==> src/rtl/rs485_relay_command_decoder_defines.svh <==
// Assertion macros shared by the relay command decoder RTL.
// No dependencies; included by the files that carry assertions.
`ifndef RS485_RELAY_COMMAND_DECODER_DEFINES_SVH
`define RS485_RELAY_COMMAND_DECODER_DEFINES_SVH

// A condition that holds at every clock edge outside reset.
`define RRCD_ASSERT_HOLDS(label, clk, rstn, cond) \
    label: assert property (@(posedge clk) disable iff (!rstn) (cond)) \
        else $error("rrcd assertion failed");

// A consequence that holds in the cycle after its antecedent.
`define RRCD_ASSERT_NEXT(label, clk, rstn, ante, cons) \
    label: assert property (@(posedge clk) disable iff (!rstn) (ante) |=> (cons)) \
        else $error("rrcd assertion failed");

`endif

==> src/rtl/rrcd_pkg.sv <==
// Package for the RS-485 relay command decoder: constants, codes and the
// command record passed from the classifier to the executor. No dependencies.
`timescale 1ns / 1ps

package rrcd_pkg;

    localparam int FRAME_LEN       = 8;
    localparam int CRC_BYTES       = 6;
    localparam int CNT_W           = $clog2(FRAME_LEN + 1);
    localparam int FIDX_W          = $clog2(FRAME_LEN);
    localparam int RELAY_STATE_W   = 4;
    localparam int NUM_BUTTON_REGS = 4;
    localparam int CFG_IDX_W       = 3;
    localparam int RELAY_COUNT_DEF = 4;
    localparam int QUEUE_DEPTH_DEF = 2;

    localparam logic [15:0] CRC_INIT = 16'hFFFF;
    localparam logic [15:0] CRC_POLY = 16'hA001;

    localparam logic [7:0] CMD_TOGGLE   = 8'h03;
    localparam logic [7:0] TOGGLE_SUB   = 8'h02;
    localparam logic [7:0] CMD_EXPLICIT = 8'h47;
    localparam logic [7:0] CMD_ADDR_CFG = 8'h45;
    localparam logic [7:0] CMD_CONFIRM  = 8'h46;
    localparam logic [7:0] BTN_ALL      = 8'hFF;
    localparam logic [7:0] VAL_TOGGLE   = 8'hFF;
    localparam logic [7:0] VAL_ON       = 8'h01;

    typedef enum logic [2:0] {
        REG_NODE_ADDR     = 3'd0,
        REG_RELAY1_BUTTON = 3'd1,
        REG_RELAY2_BUTTON = 3'd2,
        REG_RELAY3_BUTTON = 3'd3,
        REG_RELAY4_BUTTON = 3'd4
    } cfg_reg_t;

    typedef enum logic [2:0] {
        CLS_UNKNOWN  = 3'd0,
        CLS_TOGGLE   = 3'd1,
        CLS_EXPLICIT = 3'd2,
        CLS_ADDR_CFG = 3'd3,
        CLS_CONFIRM  = 3'd4
    } frame_class_t;

    typedef enum logic [2:0] {
        ACT_NONE    = 3'd0,
        ACT_BUTTON  = 3'd1,
        ACT_ALL_OFF = 3'd2,
        ACT_CAPTURE = 3'd3,
        ACT_CLEAR   = 3'd4
    } action_t;

    typedef enum logic [1:0] {
        MODE_TOGGLE = 2'd0,
        MODE_ON     = 2'd1,
        MODE_OFF    = 2'd2
    } mode_t;

    typedef struct packed {
        frame_class_t cls;
        logic         crc_ok;
        action_t      act;
        mode_t        mode;
        logic [7:0]   button;
        logic [7:0]   cap_id;
        logic [31:0]  cap_map;
    } rrcd_cmd_t;

endpackage

==> src/rtl/rs485_relay_command_decoder.sv <==
// RS-485 relay command decoder: usage notes below.
// Top level; depends on rrcd_pkg, rrcd_front, rrcd_queue and rrcd_back.
//
// The input channel carries either a received byte (s_func low) or an idle-gap
// event (s_func high). Bytes produce no result; each gap produces exactly one
// result on the m_ channel with the frame class, the CRC check and the relay
// and pending-mapping state after the frame has been executed.
// The configuration channel writes the keypad address and the four relay
// button mappings; it is always ready. The user must see that it is written
// only while the block is idle; the block itself does not enforce this.
// Throughput is one input item per cycle while s_ready is high; the CRC update
// and the frame compare in the front end are combinational. Each gap command is
// queued, then the executor loads its result into the output register.
// When the receiver stalls, the result is held, further commands wait in the
// queue, and s_ready drops only once the queue is full.
// Reset clears the byte count, the CRC, the relays, the pending mapping and
// all configuration registers; no clearing pass is needed.
`timescale 1ns / 1ps

module rs485_relay_command_decoder import rrcd_pkg::*; #(
    parameter int RELAY_COUNT = RELAY_COUNT_DEF,
    parameter int QUEUE_DEPTH = QUEUE_DEPTH_DEF
) (
    input  logic                     aclk,
    input  logic                     aresetn,
    input  logic                     s_valid,
    output logic                     s_ready,
    input  logic                     s_func,
    input  logic [7:0]               s_rx_byte,
    output logic                     m_valid,
    input  logic                     m_ready,
    output logic [RELAY_STATE_W-1:0] m_relay_state,
    output logic [2:0]               m_frame_class,
    output logic                     m_crc_ok,
    output logic                     m_relays_changed,
    output logic                     m_last_on_off,
    output logic                     m_config_pending,
    output logic [7:0]               m_pending_keypad,
    output logic [31:0]              m_pending_buttons,
    input  logic                     cfg_valid,
    output logic                     cfg_ready,
    input  logic [CFG_IDX_W-1:0]     cfg_index,
    input  logic [7:0]               cfg_data
);

    logic [7:0]                  node_addr_reg;
    logic [RELAY_COUNT-1:0][7:0] button_reg;
    logic                        cfg_write;
    logic                        front_cmd_valid;
    rrcd_cmd_t                   front_cmd;
    logic                        q_valid;
    logic                        q_ready;
    rrcd_cmd_t                   q_cmd;

    assign cfg_ready = 1'b1;
    assign cfg_write = cfg_valid && cfg_ready;

    always_ff @(posedge aclk) begin
        if (!aresetn) begin
            node_addr_reg <= 8'd0;
        end else if (cfg_write && (cfg_index == REG_NODE_ADDR)) begin
            node_addr_reg <= cfg_data;
        end
    end

    for (genvar g = 0; g < RELAY_COUNT; g++) begin : g_button
        if (g < NUM_BUTTON_REGS) begin : g_reg
            always_ff @(posedge aclk) begin
                if (!aresetn) begin
                    button_reg[g] <= 8'd0;
                end else if (cfg_write &&
                             (cfg_index == CFG_IDX_W'(int'(REG_RELAY1_BUTTON) + g))) begin
                    button_reg[g] <= cfg_data;
                end
            end
        end else begin : g_none
            assign button_reg[g] = 8'd0;
        end
    end

    rrcd_front u_front (
        .aclk      (aclk),
        .aresetn   (aresetn),
        .node_addr (node_addr_reg),
        .in_valid  (s_valid),
        .in_ready  (s_ready),
        .in_func   (s_func),
        .in_byte   (s_rx_byte),
        .cmd_valid (front_cmd_valid),
        .cmd       (front_cmd)
    );

    rrcd_queue #(
        .DEPTH (QUEUE_DEPTH)
    ) u_queue (
        .aclk       (aclk),
        .aresetn    (aresetn),
        .push_valid (front_cmd_valid),
        .push_ready (s_ready),
        .push_data  (front_cmd),
        .pop_valid  (q_valid),
        .pop_ready  (q_ready),
        .pop_data   (q_cmd)
    );

    rrcd_back #(
        .RELAY_COUNT (RELAY_COUNT)
    ) u_back (
        .aclk            (aclk),
        .aresetn         (aresetn),
        .relay_buttons   (button_reg),
        .cmd_valid       (q_valid),
        .cmd_ready       (q_ready),
        .cmd             (q_cmd),
        .out_valid       (m_valid),
        .out_ready       (m_ready),
        .relay_state     (m_relay_state),
        .frame_class     (m_frame_class),
        .crc_ok          (m_crc_ok),
        .relays_changed  (m_relays_changed),
        .last_on_off     (m_last_on_off),
        .config_pending  (m_config_pending),
        .pending_keypad  (m_pending_keypad),
        .pending_buttons (m_pending_buttons)
    );

endmodule

==> src/rtl/rrcd_front.sv <==
// Front end of the relay command decoder: collects frame bytes, runs the
// CRC-16 and classifies each frame into a command. Depends on rrcd_pkg.
`timescale 1ns / 1ps

module rrcd_front import rrcd_pkg::*; (
    input  logic       aclk,
    input  logic       aresetn,
    input  logic [7:0] node_addr,
    input  logic       in_valid,
    input  logic       in_ready,
    input  logic       in_func,
    input  logic [7:0] in_byte,
    output logic       cmd_valid,
    output rrcd_cmd_t  cmd
);

    logic [7:0]       store_reg [FRAME_LEN];
    logic [CNT_W-1:0] count_reg;
    logic [CNT_W-1:0] count_next;
    logic [15:0]      crc_reg;
    logic [15:0]      crc_next;
    logic [15:0]      crc_byte;
    logic             accept;
    logic             full;
    logic             ok;
    logic             is_toggle;
    logic             is_explicit;
    logic             is_addr_cfg;
    logic             is_confirm;

    function automatic logic [15:0] crc_step(input logic [15:0] c, input logic [7:0] b);
        logic [15:0] r;
        r = c ^ {8'h00, b};
        for (int k = 0; k < 8; k++) begin
            r = r[0] ? ((r >> 1) ^ CRC_POLY) : (r >> 1);
        end
        return r;
    endfunction

    function automatic logic [7:0] onehot_button(input logic [7:0] v);
        logic [7:0] btn;
        btn = 8'd0;
        for (int i = 0; i < 8; i++) begin
            if (v == (8'd1 << i)) begin
                btn = 8'(i + 1);
            end
        end
        return btn;
    endfunction

    assign accept   = in_valid && in_ready;
    assign crc_byte = crc_step(crc_reg, in_byte);
    assign full     = (count_reg == CNT_W'(FRAME_LEN));

    always_comb begin
        count_next = count_reg;
        crc_next   = crc_reg;
        if (accept) begin
            if (in_func) begin
                count_next = '0;
                crc_next   = CRC_INIT;
            end else if (count_reg < CNT_W'(FRAME_LEN)) begin
                count_next = count_reg + CNT_W'(1);
                if (count_reg < CNT_W'(CRC_BYTES)) begin
                    crc_next = crc_byte;
                end
            end
        end
    end

    always_ff @(posedge aclk) begin
        if (!aresetn) begin
            count_reg <= '0;
            crc_reg   <= CRC_INIT;
        end else begin
            count_reg <= count_next;
            crc_reg   <= crc_next;
        end
    end

    always_ff @(posedge aclk) begin
        if (accept && !in_func && (count_reg < CNT_W'(FRAME_LEN))) begin
            store_reg[count_reg[FIDX_W-1:0]] <= in_byte;
        end
    end

    assign ok = full && (store_reg[6] == crc_reg[7:0]) && (store_reg[7] == crc_reg[15:8]);
    assign is_toggle = (store_reg[0] == node_addr) && (store_reg[1] == CMD_TOGGLE) &&
                       (store_reg[3] == TOGGLE_SUB);
    assign is_explicit = (store_reg[0] == node_addr) && (store_reg[1] == CMD_EXPLICIT) &&
                         (store_reg[5] == CMD_EXPLICIT);
    assign is_addr_cfg = (store_reg[1] == CMD_ADDR_CFG);
    assign is_confirm = (store_reg[1] == CMD_CONFIRM) && (store_reg[2] == CMD_CONFIRM) &&
                        (store_reg[3] == CMD_CONFIRM) && (store_reg[4] == CMD_CONFIRM) &&
                        (store_reg[5] != 8'h00);

    assign cmd_valid = accept && in_func;

    always_comb begin
        cmd.cls     = CLS_UNKNOWN;
        cmd.crc_ok  = ok;
        cmd.act     = ACT_NONE;
        cmd.mode    = MODE_TOGGLE;
        cmd.button  = store_reg[3];
        cmd.cap_id  = store_reg[0];
        cmd.cap_map = {store_reg[5], store_reg[4], store_reg[3], store_reg[2]};
        if (full) begin
            if (is_toggle) begin
                cmd.cls    = CLS_TOGGLE;
                cmd.act    = ACT_BUTTON;
                cmd.button = onehot_button(store_reg[5]);
            end else if (is_explicit) begin
                cmd.cls = CLS_EXPLICIT;
                if (store_reg[3] == BTN_ALL) begin
                    cmd.act = ACT_ALL_OFF;
                end else begin
                    cmd.act = ACT_BUTTON;
                    if (store_reg[4] == VAL_TOGGLE) begin
                        cmd.mode = MODE_TOGGLE;
                    end else if (store_reg[4] == VAL_ON) begin
                        cmd.mode = MODE_ON;
                    end else begin
                        cmd.mode = MODE_OFF;
                    end
                end
            end else if (is_addr_cfg) begin
                cmd.cls = CLS_ADDR_CFG;
                cmd.act = ACT_CAPTURE;
            end else if (is_confirm) begin
                cmd.cls = CLS_CONFIRM;
                cmd.act = ACT_CLEAR;
            end
        end
        if (!ok) begin
            cmd.act = ACT_NONE;
        end
    end

endmodule

==> src/rtl/rrcd_queue.sv <==
// Short command queue between the frame classifier and the executor.
// Depends on rrcd_pkg for the command record and on the assertion macro header.
`timescale 1ns / 1ps
`include "rs485_relay_command_decoder_defines.svh"

module rrcd_queue import rrcd_pkg::*; #(
    parameter int DEPTH = QUEUE_DEPTH_DEF
) (
    input  logic      aclk,
    input  logic      aresetn,
    input  logic      push_valid,
    output logic      push_ready,
    input  rrcd_cmd_t push_data,
    output logic      pop_valid,
    input  logic      pop_ready,
    output rrcd_cmd_t pop_data
);

    localparam int PTR_W = $clog2(DEPTH);
    localparam int QCNT_W = $clog2(DEPTH + 1);

    rrcd_cmd_t         mem_reg [DEPTH];
    logic [PTR_W-1:0]  wr_ptr_reg;
    logic [PTR_W-1:0]  rd_ptr_reg;
    logic [QCNT_W-1:0] count_reg;
    logic              push;
    logic              pop;

    assign push_ready = (count_reg != QCNT_W'(DEPTH));
    assign pop_valid  = (count_reg != '0);
    assign push       = push_valid && push_ready;
    assign pop        = pop_valid && pop_ready;
    assign pop_data   = mem_reg[rd_ptr_reg];

    always_ff @(posedge aclk) begin
        if (!aresetn) begin
            wr_ptr_reg <= '0;
            rd_ptr_reg <= '0;
            count_reg  <= '0;
        end else begin
            if (push) begin
                wr_ptr_reg <= (wr_ptr_reg == PTR_W'(DEPTH - 1)) ? '0 : wr_ptr_reg + PTR_W'(1);
            end
            if (pop) begin
                rd_ptr_reg <= (rd_ptr_reg == PTR_W'(DEPTH - 1)) ? '0 : rd_ptr_reg + PTR_W'(1);
            end
            if (push && !pop) begin
                count_reg <= count_reg + QCNT_W'(1);
            end else if (pop && !push) begin
                count_reg <= count_reg - QCNT_W'(1);
            end
        end
    end

    always_ff @(posedge aclk) begin
        if (push) begin
            mem_reg[wr_ptr_reg] <= push_data;
        end
    end

    `RRCD_ASSERT_HOLDS(a_count_bound, aclk, aresetn, count_reg <= QCNT_W'(DEPTH))
    `RRCD_ASSERT_NEXT(a_count_up, aclk, aresetn, push && !pop, count_reg == $past(count_reg) + QCNT_W'(1))
    `RRCD_ASSERT_NEXT(a_count_down, aclk, aresetn, pop && !push, count_reg == $past(count_reg) - QCNT_W'(1))
    `RRCD_ASSERT_NEXT(a_ptr_hold, aclk, aresetn, !push && !pop, (wr_ptr_reg == $past(wr_ptr_reg)) && (rd_ptr_reg == $past(rd_ptr_reg)))

endmodule

==> src/rtl/rrcd_back.sv <==
// Back end of the relay command decoder: executes queued commands on the
// relay and pending-mapping state and holds the result register. Depends on rrcd_pkg.
`timescale 1ns / 1ps

module rrcd_back import rrcd_pkg::*; #(
    parameter int RELAY_COUNT = RELAY_COUNT_DEF
) (
    input  logic                        aclk,
    input  logic                        aresetn,
    input  logic [RELAY_COUNT-1:0][7:0] relay_buttons,
    input  logic                        cmd_valid,
    output logic                        cmd_ready,
    input  rrcd_cmd_t                   cmd,
    output logic                        out_valid,
    input  logic                        out_ready,
    output logic [RELAY_STATE_W-1:0]    relay_state,
    output logic [2:0]                  frame_class,
    output logic                        crc_ok,
    output logic                        relays_changed,
    output logic                        last_on_off,
    output logic                        config_pending,
    output logic [7:0]                  pending_keypad,
    output logic [31:0]                 pending_buttons
);

    logic                                 out_valid_reg;
    logic [RELAY_COUNT-1:0]               relay_reg;
    logic [RELAY_COUNT-1:0]               relay_next;
    logic                                 on_off_reg;
    logic                                 on_off_next;
    logic                                 pend_flag_reg;
    logic                                 pend_flag_next;
    logic [7:0]                           pend_id_reg;
    logic [7:0]                           pend_id_next;
    logic [31:0]                          pend_map_reg;
    logic [31:0]                          pend_map_next;
    logic [2:0]                           cls_reg;
    logic                                 ok_reg;
    logic                                 changed_reg;
    logic                                 changed_next;
    logic [RELAY_COUNT+RELAY_STATE_W-1:0] relay_wide;
    logic [RELAY_COUNT-1:0]               mask;
    logic                                 hit;
    logic                                 cur;
    logic                                 want;
    logic                                 fire;

    assign cmd_ready  = !out_valid_reg || out_ready;
    assign fire       = cmd_valid && cmd_ready;
    assign relay_wide = {{RELAY_STATE_W{1'b0}}, relay_reg};

    always_comb begin
        hit  = 1'b0;
        mask = '0;
        for (int i = 0; i < RELAY_COUNT; i++) begin
            if (!hit && (relay_buttons[i] == cmd.button)) begin
                hit     = 1'b1;
                mask[i] = 1'b1;
            end
        end
    end

    assign cur = |(relay_reg & mask);

    always_comb begin
        case (cmd.mode)
            MODE_TOGGLE: want = !cur;
            MODE_ON:     want = 1'b1;
            default:     want = 1'b0;
        endcase
    end

    always_comb begin
        relay_next     = relay_reg;
        on_off_next    = on_off_reg;
        pend_flag_next = pend_flag_reg;
        pend_id_next   = pend_id_reg;
        pend_map_next  = pend_map_reg;
        changed_next   = 1'b0;
        unique case (cmd.act)
            ACT_BUTTON: begin
                if (hit && (want != cur)) begin
                    relay_next   = want ? (relay_reg | mask) : (relay_reg & ~mask);
                    on_off_next  = want;
                    changed_next = 1'b1;
                end
            end
            ACT_ALL_OFF: begin
                changed_next = |relay_wide[RELAY_STATE_W-1:0];
                relay_next   = '0;
                on_off_next  = 1'b0;
            end
            ACT_CAPTURE: begin
                pend_id_next   = cmd.cap_id;
                pend_map_next  = cmd.cap_map;
                pend_flag_next = 1'b1;
            end
            ACT_CLEAR: begin
                pend_flag_next = 1'b0;
            end
            default: begin
            end
        endcase
    end

    always_ff @(posedge aclk) begin
        if (!aresetn) begin
            out_valid_reg <= 1'b0;
            relay_reg     <= '0;
            on_off_reg    <= 1'b0;
            pend_flag_reg <= 1'b0;
            pend_id_reg   <= 8'd0;
            pend_map_reg  <= 32'd0;
        end else if (fire) begin
            out_valid_reg <= 1'b1;
            relay_reg     <= relay_next;
            on_off_reg    <= on_off_next;
            pend_flag_reg <= pend_flag_next;
            pend_id_reg   <= pend_id_next;
            pend_map_reg  <= pend_map_next;
        end else if (out_ready) begin
            out_valid_reg <= 1'b0;
        end
    end

    always_ff @(posedge aclk) begin
        if (fire) begin
            cls_reg     <= cmd.cls;
            ok_reg      <= cmd.crc_ok;
            changed_reg <= changed_next;
        end
    end

    assign out_valid       = out_valid_reg;
    assign relay_state     = relay_wide[RELAY_STATE_W-1:0];
    assign frame_class     = cls_reg;
    assign crc_ok          = ok_reg;
    assign relays_changed  = changed_reg;
    assign last_on_off     = on_off_reg;
    assign config_pending  = pend_flag_reg;
    assign pending_keypad  = pend_id_reg;
    assign pending_buttons = pend_map_reg;

endmodule

==> config.mk <==
export PLATFORM = sky130hd
export DESIGN_NAME = rs485_relay_command_decoder
export DESIGN_NICKNAME = d
export VERILOG_FILES = /design/src/rtl/rrcd_pkg.sv /design/src/rtl/rs485_relay_command_decoder.sv /design/src/rtl/rrcd_front.sv /design/src/rtl/rrcd_queue.sv /design/src/rtl/rrcd_back.sv
export VERILOG_INCLUDE_DIRS = /design/src /design/src/rtl
export SDC_FILE = /design/constraint.sdc
export NUM_CORES = 1
export LEC_CHECK = 0
export ABC_AREA = 1
export ABC_CLOCK_PERIOD_IN_PS = 11000
export BUFFER_PORTS_ARGS = -buffer_cell sky130_fd_sc_hd__buf_2
export CAP_MARGIN = 20
export CORE_AREA = 2 2 167 169
export CTS_CLUSTER_DIAMETER = 40
export DETAILED_ROUTE_END_ITERATION = 10
export DIE_AREA = 0 0 169 171
export GPL_TIMING_DRIVEN = 0
export SYNTH_ARGS = -nofsm -noshare
export SYNTH_HDL_FRONTEND = slang
export SYNTH_SLANG_ARGS = --single-unit
==> constraint.sdc <==
create_clock -name aclk -period 11 [get_ports aclk]
set_input_delay 3.3 -clock aclk [delete_from_list [all_inputs] [get_ports aclk]]
set_output_delay 3.3 -clock aclk [all_outputs]
set_load 0.01 [all_outputs]
==> impl_metrics.env, run 1 <==
export IMPL_status="complete, no violations"
export IMPL_tritoncts="built"
export IMPL_die_h_um=171
export IMPL_hp_start="u_queue.rd_ptr_reg"
export IMPL_max_stage_delay_ns=0.45
export IMPL_vdd_drop_max_mv=0.185
export IMPL_seq_area_frac_synth_pct=64.2
export IMPL_crit_top_cell="nor2_1"
export IMPL_cts_buffers=40
export IMPL_firstDrtPassIters=5
export IMPL_vias_per_cell=5.06
export IMPL_cts_sinks=295
export IMPL_cts_resized=0
export IMPL_final_max_slew_viol_count=0
export IMPL_crit_fanout=10
export IMPL_antenna_found_initial=0
export IMPL_fmax_mhz=211
export IMPL_dp_hpwl_mm=20.2
export IMPL_postCtsHoldBufs=0
export IMPL_r2r_start="u_front.store_reg[0][5]"
export IMPL_final_layout_size_suffix_gt1_share_pct=14.2
export IMPL_reg2reg_to="u_queue.mem_reg[0][42]"
export IMPL_clock_skew_ns=0.0219
export IMPL_synth_top_area_share_pct=45.6
export IMPL_criticalPathCategory="in -> reg"
export IMPL_ys_top_cells_by_area="edfxtp_1 (46%), dfxtp_1 (19%), nand2_1 (8.3%)"
export IMPL_fin_ws_ns=6.26
export IMPL_power_density_nw_per_um2=219
export IMPL_ant_nets=0
export IMPL_dpl_worst_slack_ns=5.76
export IMPL_postCtsSetupRepairBufs=0
export IMPL_worstPathCellList="buf_2 > nor2_1 > a21oi_1 > inv_1 > nor2_1 > nand2_1 > clkinv_1 > clkbuf_1 > o21ai_0 > a31oi_1"
export IMPL_ios=79
export IMPL_clk_pin_slew_ns=0.06
export IMPL_ys_ff_latch=295
export IMPL_slew_headroom_pct=29.7
export IMPL_die_area_um2=28900
export IMPL_grt_pass1_wl_mm=44.2
export IMPL_tightest_slew_ns=1.04
export IMPL_period_share_pct=43.1
export IMPL_setup_tns_ns=0
export IMPL_utilization_pct=52.4
export IMPL_rsz0062_at_grt="false"
export IMPL_min_to="u_queue.rd_ptr_reg"
export IMPL_synth_top_cell_by_area="edfxtp_1"
export IMPL_routabilityCongestion=0.863
export IMPL_critPathTopFamily="buffers and inverters"
export IMPL_setup_viol=0
export IMPL_grt_max_degree=31
export IMPL_drc=0
export IMPL_vias=8631
export IMPL_htreeDepth=2
export IMPL_synth_nets=1233
export IMPL_antenna_cells=0
export IMPL_r2r_setup_slack_ns=8.22
export IMPL_min_period_ns=4.74
export IMPL_grtUsageTotal_pct=19.8
export IMPL_crit_arrival_ns=5.18
export IMPL_whs_path_depth=1
export IMPL_nets=1355
export IMPL_instances_no_fill=1705
export IMPL_io_buffers=76
export IMPL_yosysWarnings=0
export IMPL_overflow=0
export IMPL_largest_reg_flops=114
export IMPL_p_leak_nw=5.69
export IMPL_crit_path_end_kind="register"
export IMPL_reg2reg_depth=6
export IMPL_drt_total_wl_mm=28.4
export IMPL_cap_viol_max_count=0
export IMPL_die_width_um=169
export IMPL_hold_viol=0
export IMPL_start_util_pct=44.1
export IMPL_syn_mean_instance_area_um2=10.0
export IMPL_clockRootBuffer="clkbuf_16"
export IMPL_syn_instance_count=1206
export IMPL_required_ns=11.44
export IMPL_insertion_delay_ns=0.52
export IMPL_synth_cell_types=45
export IMPL_syn_cell_area_um2=12100
export IMPL_grt_pass1_vias=8159
export IMPL_num_rows=61
export IMPL_synth_edf_count=183
export IMPL_core_area_um2=27300
export IMPL_syn2layout_area_growth_pct=18.7
export IMPL_clk_path_buf_depth=3
export IMPL_synth_async_sr_flop_share_pct=0
export IMPL_critPathBufInv=4
export IMPL_cp_slowest_cell="clkbuf_1"
export IMPL_dp_cells=1632
export IMPL_min_path_type="reg -> reg"
export IMPL_wl_per_cell_um=16.6
export IMPL_drt_initial_drc_count=624
export IMPL_cp_start_kind="input port"
export IMPL_ys_flop_type="edfxtp_1"
-- synthesized netlist by cell type (3+ instances only) --
cell type and number:
or2_2 6, nor2_2 6, a21oi_1 46, inv_1 120, edfxtp_1 183, nand2_1 267
o211ai_1 3, clkbuf_1 35, dfxtp_1 112, nand3b_1 4, xor2_1 22, nand2_2 20
a221oi_1 3, nor3_1 6, a31oi_1 41, o21ai_0 98, nand4_1 12, a311oi_1 3
nor4_1 14, nor2_1 108, o22ai_1 16, nand3_1 31, nand2_4 4, xnor2_1 16
mux2i_1 3
-- worst register-to-register path: stages (launching register included) --
cell and delay [ns]:
edfxtp_1 0.44, xor2_1 0.17, nor4_1 0.80, nand4_1 0.37, nor2_1 0.21, o41ai_1 0.14
o21ai_0 0.40
-- power by group --
group          switching, W  total, W  internal (W)
logic              0.000379  0.000555      0.000176
registers         0.0000438   0.00131       0.00126
clock network      0.000484   0.00127      0.000782
-- stage by stage --
| step | power, W | instance area [um^2] | hold WS [ns] |
|---|---|---|---|
| 3_5_place_dp | 0.00189 | 13000 | 0.448 |
| 5_1_grt | 0.00329 | 14300 | 0.485 |
| 4_1_cts | 0.00316 | 14300 | 0.454 |
| 3_3_place_gp | 0.00188 | 12900 | 0.441 |
| 2_1_floorplan | 0.00170 | 12100 | 0.426 |
| 6_report | 0.00313 | 14300 | 0.464 |
-- worst max path at each step --
| stage | from | to | slack (ns) | cells past startpoint |
|---|---|---|---|---|
| global placement | s_valid | u_queue.mem_reg[0][7] | 2.64 | 5 |
| detailed placement | m_ready | u_back.pending_buttons[30] | 5.76 | 10 |
| CTS | m_ready | u_back.pending_buttons[26] | 6.30 | 10 |
| global route | m_ready | u_back.pending_buttons[30] | 6.06 | 10 |
| finish | m_ready | u_back.pending_buttons[26] | 6.26 | 10 |
| floorplan | s_valid | u_queue.mem_reg[0][0] | 4.48 | 4 |
-- kinds of logic (layout without fill, tap and decap cells) --
logic type                 count (synthesis)  after routing  synth area share [%]
adders and majority gates                  2              2                 0.207
DFF                                      295            295                  64.2
muxes                                      3              3                 0.249
buffers and inverters                    167            320                  5.41
and+or+nand+nor                          485            485                  17.3
AOI/OAI and AO/OA                        215            215                  9.87
xor gates and xnor gates                  38             38                  2.76
other                                      1              1                0.0311
-- cell type report --
| type | count | area [um^2] |
|---|---|---|
| Timing Repair Buffer | 80 | 460 |
| Clock inverter | 27 | 310 |
| Inverter | 124 | 465 |
| Clock buffer | 46 | 1030 |
| Fill cell | 2466 | 13000 |
| Sequential cell | 295 | 7740 |
| Multi-Input combinational cell | 744 | 3690 |
| Buffer | 43 | 186 |
| Tap cell | 346 | 433 |
-- per-layer routing --
layer | global-route usage (%) | vias to the layer above | share of wire [%]
li1 | - | 4346 | -
met1 | 26.5 | 4046 | 44
met2 | 34.1 | 201 | 49
met3 | 2.94 | 38 | 5.4
met4 | 5.20 | 0 | 1.8
met5 | 0 | - | 0
-- cell usage in the layout, fill, tap and decap left out, types with 3 or more instances in the layout --
cell        synthesis  layout
nand2_2            20      20
buf_2               2      78
a31oi_1            41      41
nor4_1             14      14
clkinvlp_4          0       3
inv_6               0       3
clkinv_1            2       6
a21oi_1            46      46
nor2_2              6       6
o21ai_0            98      98
nand2_4             4       4
nor2_4              1       3
clkinv_2            0       6
o211ai_1            3       3
nor2_1            108     106
xor2_1             22      22
nand3_1            31      31
clkbuf_1           35      40
dfxtp_1           112     112
clkinv_8            0       4
nand4_1            12      12
clkbuf_16           0      40
nand3b_1            4       4
buf_12              0       4
a221oi_1            3       3
or2_2               6       6
inv_1             120     120
nand2_1           267     267
edfxtp_1          183     183
bufinv_16           0       4
xnor2_1            16      16
mux2i_1             3       3
nor3_1              6       6
o22ai_1            16      16
a311oi_1            3       3
Note: power is estimated with default switching activity, not from simulation.
==> run 2, diff against run 1 <==
Settings changed: ABC_AREA 1 to 0, ABC_CLOCK_PERIOD_IN_PS 11000 to 5000, CORE_AREA 2 2 167 169 to 2 2 166 168, DIE_AREA 0 0 169 171 to 0 0 168 170.
Clock period 11 ns to 5 ns, I/O delays scaled along.
==> run 2 against run 1 <==
Wire length shrank 8.3%; first-iteration DRC count shrank 9.1%; core utilization grew 0.91 points; synthesized area shrank 1.7%; largest power group is now clock.
==> impl_metrics.env, run 2 <==
export IMPL_status="complete, no violations"
export IMPL_crit_arrival_ns=3.92
export IMPL_grt_pass1_wl_mm=40.2
export IMPL_synth_commonest_cells="edfxtp_1 (183), nand2_1 (145), dfxtp_1 (112)"
export IMPL_hp_start="button_reg[4]"
export IMPL_largest_reg_flops=114
export IMPL_antenna_cells=0
export IMPL_num_rows=60
export IMPL_min_period_ns=3.52
export IMPL_postCtsSetupRepairBufs=0
export IMPL_utilization_pct=53.3
export IMPL_final_max_slew_viol_count=0
export IMPL_cts_buffers=42
export IMPL_r2r_setup_slack_ns=1.80
export IMPL_synth_top_family_by_area="simple AND/OR/NAND/NOR gates"
export IMPL_synth_mux_area_share_pct=6.24
export IMPL_instances_no_fill=1417
export IMPL_cts_resized=0
export IMPL_synth_fa_ha_area_share_pct=0.211
export IMPL_synthXorXnorAreaFrac_pct=6.21
export IMPL_antenna_found_initial=0
export IMPL_syn2layout_area_growth_pct=19.8
export IMPL_insertion_delay_ns=0.53
export IMPL_yosysWarnings=0
export IMPL_crit_fanout=10
export IMPL_routabilityCongestion=0.821
export IMPL_wl_met2_mm=12.2
export IMPL_tightest_slew_ns=1.09
export IMPL_synth_top_cell_by_area="edfxtp_1"
export IMPL_p_sw_w=0.00179
export IMPL_drt_initial_drc_count=567
export IMPL_clock_skew_ns=0.0235
export IMPL_overflow=0
export IMPL_dr_wl_met3_mm=1.09
export IMPL_synth_most_common_cell="edfxtp_1"
export IMPL_io_buffers=77
export IMPL_cts_sinks=295
export IMPL_seq_area_frac_synth_pct=65.3
export IMPL_cap_viol_max_count=0
export IMPL_synth_nets=943
export IMPL_hold_viol=0
export IMPL_met1_length_mm=12.2
export IMPL_postCtsHoldBufs=0
export IMPL_final_layout_size_suffix_gt1_share_pct=16.4
export IMPL_synth_simple_area_share_pct=11.2
export IMPL_synth_edf_count=183
export IMPL_vias_per_cell=5.20
export IMPL_clkPwrFrac_pct=42.9
export IMPL_ant_nets=0
export IMPL_highest_layer="met4"
export IMPL_critPathLaunch="m_ready"
export IMPL_ys_ff_latch=295
export IMPL_cp_start_kind="input port"
export IMPL_clk_pin_slew_ns=0.05
export IMPL_rsz0062_at_grt="false"
export IMPL_vdd_drop_max_mv=0.255
export IMPL_die_h_um=170
export IMPL_fin_ws_ns=1.48
export IMPL_most_common_layout_cells="edfxtp_1 (183), nand2_1 (145), dfxtp_1 (112)"
export IMPL_grt_max_degree=27
export IMPL_multi_input_area_um2=3920
export IMPL_min_path_type="reg -> reg"
export IMPL_synth_top_area_share_pct=46.4
export IMPL_tritoncts="built"
export IMPL_criticalPathCategory="in -> reg"
export IMPL_synth_async_sr_flop_share_pct=0
export IMPL_firstDrtPassIters=5
export IMPL_syn_cell_area_um2=11900
export IMPL_layout_commonest_cell="edfxtp_1"
export IMPL_dpl_cell_area_um2=12800
export IMPL_syn_instance_count=916
export IMPL_dp_hpwl_mm=17.8
export IMPL_slew_headroom_pct=26.7
export IMPL_ios=79
export IMPL_die_width_um=168
export IMPL_synth_compound_area_share_pct=9.10
export IMPL_setup_viol=0
export IMPL_htreeDepth=2
export IMPL_die_area_um2=28600
export IMPL_crit_path_end_kind="register"
export IMPL_p_sw_share_pct=26.2
export IMPL_ys_flop_type="edfxtp_1"
export IMPL_design_power_total_w=0.00683
export IMPL_ys_top_cells_by_area="edfxtp_1 (46%), dfxtp_1 (19%), xnor2_1 (5.1%)"
export IMPL_p_leak_nw=5.34
export IMPL_start_util_pct=44.5
export IMPL_ff_latch_area_um2=7740
export IMPL_grtUsageTotal_pct=18.4
export IMPL_wl_per_cell_um=18.3
export IMPL_dp_cells=1339
export IMPL_dpl_worst_slack_ns=0.944
export IMPL_period_share_pct=70.3
export IMPL_clk_path_buf_depth=3
export IMPL_synth_cell_types=54
export IMPL_drc=0
export IMPL_vias=7368
export IMPL_grt_pass1_vias=7108
export IMPL_required_ns=5.40
export IMPL_pwr_share_seq_pct=41.6
export IMPL_fmax_mhz=284
export IMPL_fill_cells=2281
export IMPL_combPwrFrac_pct=15.5
export IMPL_core_area_um2=26700
export IMPL_nets=1070
export IMPL_clockRootBuffer="clkbuf_16"
export IMPL_p_int_w=0.00504
export IMPL_drt_total_wl_mm=26.0
export IMPL_fin_area_um2=14200
export IMPL_power_density_nw_per_um2=481
export IMPL_syn_mean_instance_area_um2=12.9
run 2: worst max-delay path: stages:
cell	delay (ns)
buf_2	0.08
nor2b_1	0.04
or2_2	0.29
buf_1	0.28
inv_1	0.34
and3_1	0.20
clkbuf_1	0.44
clkbuf_1	0.44
nand2_1	0.16
o211a_1	0.16
run 2: power by group through the flow:
stage	sequential, W	combinational, W	clock (W)
floorplan	0.00290	0.000734	0
global placement	0.00289	0.00104	0
detailed placement	0.00289	0.00106	0
CTS	0.00284	0.00107	0.00298
global route	0.00285	0.00116	0.00309
finish	0.00284	0.00106	0.00293
run 2: worst paths after layout:
kind                                end  cells after the start
max reg2reg       u_back.relay_state[2]                     10
min reg2reg               button_reg[4]                      2
max          u_back.pending_buttons[12]                     10
min                       button_reg[4]                      2
run 2: cell type report:
type                       count  share of cell area [%]
buffer                        41                    1.22
clock inverter                28                    2.11
sequential                   295                    54.5
multi-input combinational    570                    27.6
clock buffer                  49                    7.81
inverter                      10                   0.264
tap                          341                    3.00
timing repair buffer          83                    3.51
run 2: per-stage QoR:
| stage | setup TNS [ns] | hold WS (ns) |
|---|---|---|
| after floorplan | 0 | 0.436 |
| after global placement | -147.50 | 0.463 |
| after detailed placement | 0 | 0.470 |
| after CTS | 0 | 0.478 |
| after global routing | 0 | 0.489 |
| final | 0 | 0.473 |
run 2: logic make-up (layout without fill, tap and decap cells):
logic type / Yosys count / after routing
fa+ha+maj: 2 / 2
simple gates: 282 / 282
buf+inv: 51 / 211
other cells: 1 / 1
mux: 64 / 64
compound gates: 137 / 137
xor+xnor: 84 / 84
flops: 295 / 295
run 2: routing by layer:
metal	vias to the layer above	GRT usage, %
met2	156	29.7
met4	0	5.22
met5	-	0
li1	3610	-
met3	52	3.58
met1	3550	25.5
==> run 3, diff against run 2 <==
Settings changed: ABC_CLOCK_PERIOD_IN_PS 5000 to 3500.
Clock period 5 ns to 3.5 ns, I/O delays scaled along.
==> run 3 against run 2 <==
Die area did not move; global-route usage grew 0.10 points; non-clock buffer count did not move; sequential share of layout area decreased by 0.44 points; worst setup slack lost 1.3 ns; first-iteration DRC count down 11%; power is 47% higher; via count rose by 1.1%; core utilization increased by 0.44 points; cell area up 0.82%; wire length rose by 0.42%.
==> impl_metrics.env, run 3 (synthesis results as in run 2) <==
export IMPL_setup_tns_ns=0
export IMPL_postCtsHoldBufs=0
export IMPL_die_h_um=170
export IMPL_cts_resized=0
export IMPL_core_area_um2=26700
export IMPL_final_max_slew_viol_count=0
export IMPL_vias=7448
export IMPL_postCtsSetupRepairBufs=0
export IMPL_fmax_mhz=301
export IMPL_clk_pin_slew_ns=0.05
export IMPL_p_leak_nw=5.39
export IMPL_cts_sinks=295
export IMPL_rsz0062_at_grt="false"
export IMPL_overflow=0
export IMPL_nets=1071
export IMPL_critPathTopFamily="simple AND/OR/NAND/NOR gates"
export IMPL_cts_buffers=43
export IMPL_grt_pass1_vias=7339
export IMPL_layout_commonest_cell="edfxtp_1"
export IMPL_most_common_layout_cells="edfxtp_1 (183), nand2_1 (145), dfxtp_1 (112)"
export IMPL_grt_max_degree=29
export IMPL_clock_skew_ns=0.0211
export IMPL_cp_slowest_cell="nor4_1"
export IMPL_crit_path_end_kind="register"
export IMPL_required_ns=3.88
export IMPL_worstPathCellList="buf_6 > mux2i_2 > xnor2_1 > nor4_1 > nand2_1 > nand3_1 > o2111ai_1 > a211oi_1 > o211ai_1"
export IMPL_min_period_ns=3.32
export IMPL_start_util_pct=44.5
export IMPL_syn2layout_area_growth_pct=20.8
export IMPL_drt_initial_drc_count=503
export IMPL_utilization_pct=53.7
export IMPL_wl_per_cell_um=18.4
export IMPL_largest_reg_flops=114
export IMPL_period_share_pct=94.9
export IMPL_antenna_found_initial=0
export IMPL_max_stage_delay_ns=0.73
export IMPL_setup_viol=0
export IMPL_crit_fanout=8
export IMPL_clk_path_buf_depth=3
export IMPL_die_width_um=168
export IMPL_tritoncts="built"
export IMPL_vias_per_cell=5.25
export IMPL_drc=0
export IMPL_hold_worst_slack_ns=0.475
export IMPL_num_rows=60
export IMPL_vdd_drop_max_mv=0.381
export IMPL_cap_viol_max_count=0
export IMPL_hold_viol=0
export IMPL_power_density_nw_per_um2=703
export IMPL_antenna_cells=0
export IMPL_cp_start_kind="register"
export IMPL_grtUsageTotal_pct=18.5
export IMPL_criticalPathCategory="reg -> reg"
export IMPL_final_layout_size_suffix_gt1_share_pct=16.8
export IMPL_status="complete, no violations"
export IMPL_clockRootBuffer="clkbuf_16"
export IMPL_htreeDepth=2
export IMPL_tightest_slew_ns=1.11
export IMPL_grt_pass1_wl_mm=40.9
export IMPL_drt_total_wl_mm=26.1
export IMPL_ant_nets=0
export IMPL_min_path_type="reg -> reg"
export IMPL_slew_headroom_pct=25.2
export IMPL_critPathBufInv=1
export IMPL_dp_hpwl_mm=17.6
export IMPL_crit_arrival_ns=3.70
export IMPL_routabilityCongestion=0.832
export IMPL_die_area_um2=28600
export IMPL_ios=79
export IMPL_firstDrtPassIters=6
export IMPL_insertion_delay_ns=0.52
export IMPL_io_buffers=77
[run 3: worst min-delay path: cells and delay by family (launching register included)]
kind / cells / cell delay (ns)
AO/OA/AOI/OAI: 1 / 0.06
flip-flops: 1 / 0.31
AND/OR/NAND/NOR: 1 / 0.05
[run 3: through the flow]
step / cell area (um^2) / cells / power [W] / setup WS, ns
final: 14300 / 1418 / 0.0101 / 0.179
after CTS: 14300 / 1417 / 0.0102 / 0.303
after detailed placement: 12800 / 1339 / 0.00563 / -0.0814
after global routing: 14300 / 1418 / 0.0105 / 0.0650
after global placement: 12700 / 1334 / 0.00561 / -0.837
after floorplan: 11900 / 916 / 0.00519 / 0.313
[run 3: power by group]
group | total (W) | leakage [nW] | internal (W) | switching [W]
combinational | 0.00151 | 2.06 | 0.000657 | 0.000851
sequential | 0.00405 | 2.59 | 0.00393 | 0.000115
clock | 0.00451 | 0.742 | 0.00294 | 0.00157
[run 3: routing by layer]
layer | GRT usage, % | part of all wire (%) | routed length [um]
met3 | 3.51 | 5.7 | 1480
met4 | 5.07 | 1.7 | 448
met2 | 30.5 | 47 | 12400
met5 | 0 | 0 | 0
met1 | 25.3 | 45 | 11800
[run 3: area by class of cell]
type	instances	area, um^2
Buffer	41	173
Clock buffer	52	1180
Clock inverter	26	350
Fill cell	2234	12300
Inverter	10	37.5
Multi-Input combinational cell	570	3920
Sequential cell	295	7740
Tap cell	341	427
Timing Repair Buffer	83	490
[run 3: final timing paths]
kind             startpoint               endpoint  slack, ns  cells after the start
max reg2reg        register  u_back.relay_state[2]       0.18                      9
max                register  u_back.relay_state[2]       0.18                      9
min          button_reg[12]         button_reg[12]       0.47                      2
min reg2reg  button_reg[12]         button_reg[12]       0.47                      2
